===== src/sv/spq_pkg.sv =====
// Shared constants, payload types and control structs of the stable priority queue.
`timescale 1ns / 1ps

package spq_pkg;

  // Number of entries the queue can hold.
  localparam int CAPACITY = 16;
  // Width of the entry counter, wide enough to hold CAPACITY itself.
  localparam int CNT_W = $clog2(CAPACITY + 1);
  // Width of the occupancy field of a result item.
  localparam int OCC_W = 5;

  // Operation codes of an input item.
  localparam logic OP_ENQ = 1'b0;
  localparam logic OP_DEQ = 1'b1;

  // Fields of one input item.
  typedef struct packed {
    logic               operation;
    logic [15:0]        job_tag;
    logic signed [15:0] priority_req;
  } spq_in_t;

  // Fields of one result item.
  typedef struct packed {
    logic               accepted;
    logic               valid_res;
    logic [15:0]        out_tag;
    logic signed [15:0] out_priority;
    logic [OCC_W-1:0]   occupancy;
    logic               empty_res;
  } spq_out_t;

  // Commands from the controller to the datapath.
  typedef struct packed {
    logic insert;
    logic remove;
    logic load;
  } spq_cmd_t;

  // Status from the datapath to the controller.
  typedef struct packed {
    logic full;
    logic empty;
  } spq_stat_t;

endpackage


===== src/sv/spq_ctrl.sv =====
// Controller of the stable priority queue: handshakes and command decode.
`timescale 1ns / 1ps

module spq_ctrl (
  input  logic              clk,
  input  logic              rst_n,
  input  logic              in_valid,
  input  logic              in_operation,
  output logic              in_stall,
  output logic              out_valid,
  input  logic              out_stall,
  input  spq_pkg::spq_stat_t stat,
  output spq_pkg::spq_cmd_t  cmd
);
  import spq_pkg::*;

  // State codes: no result held, or a result waits in the output register.
  localparam logic ST_IDLE = 1'b0;
  localparam logic ST_HOLD = 1'b1;

  logic state_r;
  logic state_nxt;
  logic accept;

  // An item may enter when the output register is free or is being taken.
  assign in_stall  = (state_r == ST_HOLD) && out_stall;
  assign out_valid = (state_r == ST_HOLD);
  assign accept    = in_valid && !in_stall;

  // Decode the item into datapath commands.
  always_comb begin
    cmd.load   = accept;
    cmd.insert = accept && (in_operation == OP_ENQ) && !stat.full;
    cmd.remove = accept && (in_operation == OP_DEQ) && !stat.empty;
  end

  // Next state of the output handshake.
  always_comb begin
    state_nxt = state_r;
    case (state_r)
      ST_IDLE: begin
        if (accept) state_nxt = ST_HOLD;
      end
      ST_HOLD: begin
        if (!accept && !out_stall) state_nxt = ST_IDLE;
      end
      default: state_nxt = ST_IDLE;
    endcase
  end

  always_ff @(posedge clk) begin
    if (!rst_n) begin
      state_r <= ST_IDLE;
    end else begin
      state_r <= state_nxt;
    end
  end

endmodule


===== src/sv/spq_datapath.sv =====
// Datapath of the stable priority queue: sorted row of entry cells and result register.
`timescale 1ns / 1ps

module spq_datapath (
  input  logic               clk,
  input  logic               rst_n,
  input  spq_pkg::spq_cmd_t  cmd,
  input  spq_pkg::spq_in_t   in_data,
  output spq_pkg::spq_stat_t stat,
  output spq_pkg::spq_out_t  out_data
);
  import spq_pkg::*;

  logic [15:0]        tag_r  [CAPACITY];
  logic signed [15:0] prio_r [CAPACITY];
  logic [15:0]        tag_nxt  [CAPACITY];
  logic signed [15:0] prio_nxt [CAPACITY];
  logic [CAPACITY-1:0] occ;
  logic [CAPACITY-1:0] le;
  logic [CNT_W-1:0]   count_r;
  logic [CNT_W-1:0]   count_nxt;
  spq_out_t           res_r;
  spq_out_t           res_nxt;

  assign stat.full  = (count_r == CNT_W'(CAPACITY));
  assign stat.empty = (count_r == '0);

  // Each cell knows whether it is occupied and whether it stays ahead of the new entry.
  for (genvar i = 0; i < CAPACITY; i++) begin : g_cell
    assign occ[i] = (CNT_W'(i) < count_r);
    assign le[i]  = occ[i] && (prio_r[i] <= in_data.priority_req);

    // Cell update: keep, take the new entry, shift down on insert, shift up on remove.
    always_comb begin
      tag_nxt[i]  = tag_r[i];
      prio_nxt[i] = prio_r[i];
      if (cmd.insert) begin
        if (!le[i]) begin
          if (i == 0 || le[(i == 0) ? 0 : i-1]) begin
            tag_nxt[i]  = in_data.job_tag;
            prio_nxt[i] = in_data.priority_req;
          end else begin
            tag_nxt[i]  = tag_r[(i == 0) ? 0 : i-1];
            prio_nxt[i] = prio_r[(i == 0) ? 0 : i-1];
          end
        end
      end else if (cmd.remove && (i < CAPACITY - 1)) begin
        tag_nxt[i]  = tag_r[(i < CAPACITY - 1) ? i+1 : i];
        prio_nxt[i] = prio_r[(i < CAPACITY - 1) ? i+1 : i];
      end
    end

    always_ff @(posedge clk) begin
      tag_r[i]  <= tag_nxt[i];
      prio_r[i] <= prio_nxt[i];
    end
  end

  // Entry count follows the commands.
  always_comb begin
    count_nxt = count_r;
    if (cmd.insert) begin
      count_nxt = count_r + CNT_W'(1);
    end else if (cmd.remove) begin
      count_nxt = count_r - CNT_W'(1);
    end
  end

  // Result item built from the front entry and the new count.
  always_comb begin
    res_nxt.accepted     = cmd.insert;
    res_nxt.valid_res    = cmd.remove;
    res_nxt.out_tag      = cmd.remove ? tag_r[0] : 16'd0;
    res_nxt.out_priority = cmd.remove ? prio_r[0] : 16'sd0;
    res_nxt.occupancy    = OCC_W'(count_nxt);
    res_nxt.empty_res    = (count_nxt == '0);
  end

  always_ff @(posedge clk) begin
    if (!rst_n) begin
      count_r <= '0;
    end else begin
      count_r <= count_nxt;
    end
  end

  always_ff @(posedge clk) begin
    if (cmd.load) begin
      res_r <= res_nxt;
    end
  end

  assign out_data = res_r;

endmodule


===== src/sv/stable_priority_queue.sv =====
// Top level of the stable priority queue.
// An accepted item's result is in the output register in the cycle after it is accepted.
// Throughput: one item per cycle unless a held result stalls; the compare-and-shift cells
// insert or remove one entry per cycle and the output register decouples the two sides.
// Reset clears the entry count and the output handshake; entry storage is not cleared.
`timescale 1ns / 1ps

module stable_priority_queue (
  input  logic              clk,
  input  logic              rst_n,
  input  logic              in_valid,
  output logic              in_stall,
  input  spq_pkg::spq_in_t  in_data,
  output logic              out_valid,
  input  logic              out_stall,
  output spq_pkg::spq_out_t out_data
);
  import spq_pkg::*;

  spq_cmd_t  cmd;
  spq_stat_t stat;

  // Handshake control and command decode.
  spq_ctrl u_ctrl (
    .clk          (clk),
    .rst_n        (rst_n),
    .in_valid     (in_valid),
    .in_operation (in_data.operation),
    .in_stall     (in_stall),
    .out_valid    (out_valid),
    .out_stall    (out_stall),
    .stat         (stat),
    .cmd          (cmd)
  );

  // Sorted entry cells and result register.
  spq_datapath u_datapath (
    .clk      (clk),
    .rst_n    (rst_n),
    .cmd      (cmd),
    .in_data  (in_data),
    .stat     (stat),
    .out_data (out_data)
  );

endmodule


===== config.mk =====
export PLATFORM = sky130hd
export DESIGN_NAME = stable_priority_queue
export DESIGN_NICKNAME = d
export VERILOG_FILES = /design/src/sv/spq_pkg.sv /design/src/sv/spq_ctrl.sv /design/src/sv/spq_datapath.sv /design/src/sv/stable_priority_queue.sv
export SDC_FILE = /design/constraint.sdc
export NUM_CORES = 1
export LEC_CHECK = 0
export BUFFER_PORTS_ARGS = -buffer_cell sky130_fd_sc_hd__buf_2
export CAP_MARGIN = 30
export CORE_MARGIN = 2
export CORE_UTILIZATION = 55
export DETAILED_ROUTE_END_ITERATION = 10
export GPL_TIMING_DRIVEN = 0
export MAX_ROUTING_LAYER = met4
export PLACE_DENSITY = 0.7
export SYNTH_ARGS = -nofsm -noshare
export SYNTH_HDL_FRONTEND = slang
export SYNTH_SLANG_ARGS = --single-unit

===== constraint.sdc =====
create_clock -name clk -period 6.45 [get_ports clk]
set_clock_uncertainty 0.1 [all_clocks]
set_input_delay 1.29 -clock clk [delete_from_list [all_inputs] [get_ports clk]]
set_output_delay 1.29 -clock clk [all_outputs]
set_load 0.05 [all_outputs]

==> results.sh <==
export IMPL_yosysTopAreaCell="edfxtp_1"
export IMPL_worstSkewPairLatency_ns=0.67
export IMPL_yosys_warnings=0
export IMPL_reg2reg_to="u_datapath.prio_r[0][73]$_DFFE_PP_"
export IMPL_nFillCells=5257
export IMPL_antenna_found_initial=3
export IMPL_hpwl_um=100700
export IMPL_wl_per_cell_um=28.77
export IMPL_grt_pass1_vias=30040
export IMPL_drt_iter0_drc=3856
export IMPL_dieArea_mm2=0.06481
export IMPL_worst_slew_pin_slew_ns=1.001
export IMPL_drive_above_1_share_pct=12.32
export IMPL_path_clk_slew_ns=0.07
export IMPL_min_period_ns=5.416
export IMPL_end_kind="flop"
export IMPL_ys_seq_area_share_pct=48.35
export IMPL_cts_tree="yes"
export IMPL_ios=79
export IMPL_syn_nets=3688
export IMPL_final_hold_viol_count=0
export IMPL_ys_top_cells_by_count="edfxtp_1, nand2_1, nor2_1, ha_1, a21oi_1"
export IMPL_critPathLaunchType="input pin"
export IMPL_area_growth_pct=11.30
export IMPL_fmax_mhz=184.6
export IMPL_rows=91
export IMPL_synth_area_mm2=0.03453
export IMPL_finalCritPeriodShare_pct=83.98
export IMPL_r2r_setup_slack_ns=1.95
export IMPL_cts_max_path_buffers=3
export IMPL_cp_max_fo=18
export IMPL_synth_edf_count=552
export IMPL_synth_area_leaders="edfxtp_1, ha_1, nand2_1"
export IMPL_hold_class="reg2reg"
export IMPL_cts_made_buffers=61
export IMPL_nNetsFinal=3853
export IMPL_htree_levels=2
export IMPL_drtPass1Iterations=6
export IMPL_place_area_mm2=0.03648
export IMPL_max_slew_margin_rel_pct=33.18
export IMPL_cp_arrival_ns=5.68
export IMPL_r2r_start="u_datapath.prio_r[0][79]$_DFFE_PP_"
export IMPL_vias=30560
export IMPL_grt_overflow=0
export IMPL_power_density_mw_per_mm2=292.9
export IMPL_reg2regPathDepth=10
export IMPL_finalSetupTns_ns=0
export IMPL_design_area_mm2=0.03843
export IMPL_hold_depth=1
export IMPL_gp_congestion=0.9874
export IMPL_initial_utilization_pct=55.75
export IMPL_maxCapViolations=0
export IMPL_drt_wl_total_um=127900
export IMPL_worstPathRequired_ns=6.71
export IMPL_synth_top_area_share_pct=48.00
export IMPL_maxSlewViolCount=0
export IMPL_cellLeakagePower_nw=14.63
export IMPL_whs_endpoint="u_datapath.out_data[34]$_SDFFCE_PN0P_"
export IMPL_die_h_um=254.6
export IMPL_ys_types=81
export IMPL_synth_most_common_cell="edfxtp_1"
export IMPL_final_util_pct=62.05
export IMPL_grt_pass1_wl_um=187300
export IMPL_synth_ff_type="edfxtp_1"
export IMPL_cts_resized=0
export IMPL_rsz0062_at_grt="no"
export IMPL_grt_start_max_net_pins=33
export IMPL_critPathKind="in2reg"
export IMPL_die_w_um=254.6
export IMPL_root_buffer="clkbuf_16"
export IMPL_core_area_mm2=0.06194
export IMPL_peakVddDrop_v=0.0002727
export IMPL_holdWs_ns=0.4549
export IMPL_io_buffers=78
export IMPL_avgSynthCellArea_um2=10.18
export IMPL_hold_start="u_datapath.tag_r[0][12]$_DFFE_PP_"
export IMPL_synthArstFlopShare_pct=0
export IMPL_setup_violations=0
export IMPL_ys_ff_latch=558
export IMPL_grt_usage_pct=40.22
export IMPL_cts_sinks=558
export IMPL_post_drt_via_cell_ratio=6.877
export IMPL_final_antenna_net_count=0
export IMPL_cts_setup_buffers=0
export IMPL_ctsHoldBuffers=0
export IMPL_synth_cells=3392
export IMPL_status="finished, final reports clean"
export IMPL_drc_errors=0
==> metrics by stage <==
stage | power [W] | setup WS, ns | cells
2_1_floorplan | 0.006703 | 0.4332 | 3392
3_3_place_gp | 0.007520 | -2.387 | 4307
3_5_place_dp | 0.007684 | 0.5156 | 4331
4_1_cts | 0.01118 | 1.213 | 4441
5_1_grt | 0.01164 | 0.8990 | 4444
6_report | 0.01126 | 1.034 | 4444
==> cell type report <==
type,count,area [um2],area share (%)
inverters,50,190.2,0.4948
diodes,3,7.507,0.01953
plain buffers,275,1344,3.496
clock inverters,39,386.6,1.006
multi-input cells,2509,16370,42.59
clock buffers,71,1564,4.069
flip-flops and latches,558,16700,43.44
repair buffers,102,830.8,2.162
well taps,837,1047,2.725
==> placed cells by master, fill, tap and decap left out, types with 125 or more instances in the layout <==
cell type,Yosys,final
nor2_1,301,301
buf_2,111,189
nand3_1,205,205
a21oi_1,206,206
clkbuf_1,116,126
o211ai_1,199,199
nand2_1,476,474
ha_1,259,259
edfxtp_1,552,552
nor3_1,125,125
==> where the power goes <==
part           switching, W  leakage [nW]  internal, W  total [W]
registers          0.000409          5.30      0.00467    0.00507
logic               0.00172          8.39     0.000932    0.00265
clock network       0.00159         0.940      0.00194    0.00353
==> state kept, by name (all words and copies together), names as in the netlist <==
signal	count
u_ctrl.out_valid	1
u_datapath.count_r	5
u_datapath.out_data	40
u_datapath.prio_r	256
u_datapath.tag_r	256
==> worst max-delay path, cell delays in order <==
cell	delay (ns)
buf_2	0.14
inv_1	0.73
ha_1	0.29
and4_1	0.25
nand4_1	0.23
a21oi_1	0.33
nor4b_1	0.14
o31ai_1	0.58
buf_2	0.33
buf_2	0.32
nand2_1	0.10
nand2_1	0.69
buf_16	0.24
==> routing by layer <==
metal	global-route usage, %	part of all wire, %
met3	6.848	10
met2	58.54	43
met1	53.88	41
met4	21.59	6.0
met5	-	0
==> how the worst max path moves through the flow <==
| stage | start | to |
|---|---|---|
| finish | in_data[14] | u_datapath.prio_r[1][10]$_DFFE_PP_ |
| global route | in_data[9] | u_datapath.tag_r[9][14]$_DFFE_PP_ |
| CTS | in_data[14] | u_datapath.prio_r[1][42]$_DFFE_PP_ |
| detailed placement | in_data[14] | u_datapath.prio_r[1][42]$_DFFE_PP_ |
| global placement | out_stall | u_datapath.tag_r[14][8]$_DFFE_PP_ |
| floorplan | in_valid | u_datapath.prio_r[1][100]$_DFFE_PP_ |
==> kinds of logic after synthesis <==
kind of cell	Yosys count	synth area share [%]
xor+xnor	3	0.07610
fa+ha+maj	259	9.384
simple gates	1278	16.57
mux	97	2.967
buf+inv	325	4.442
compound gates	872	18.22
flops	558	48.35
(Power assumes the default switching activity.)
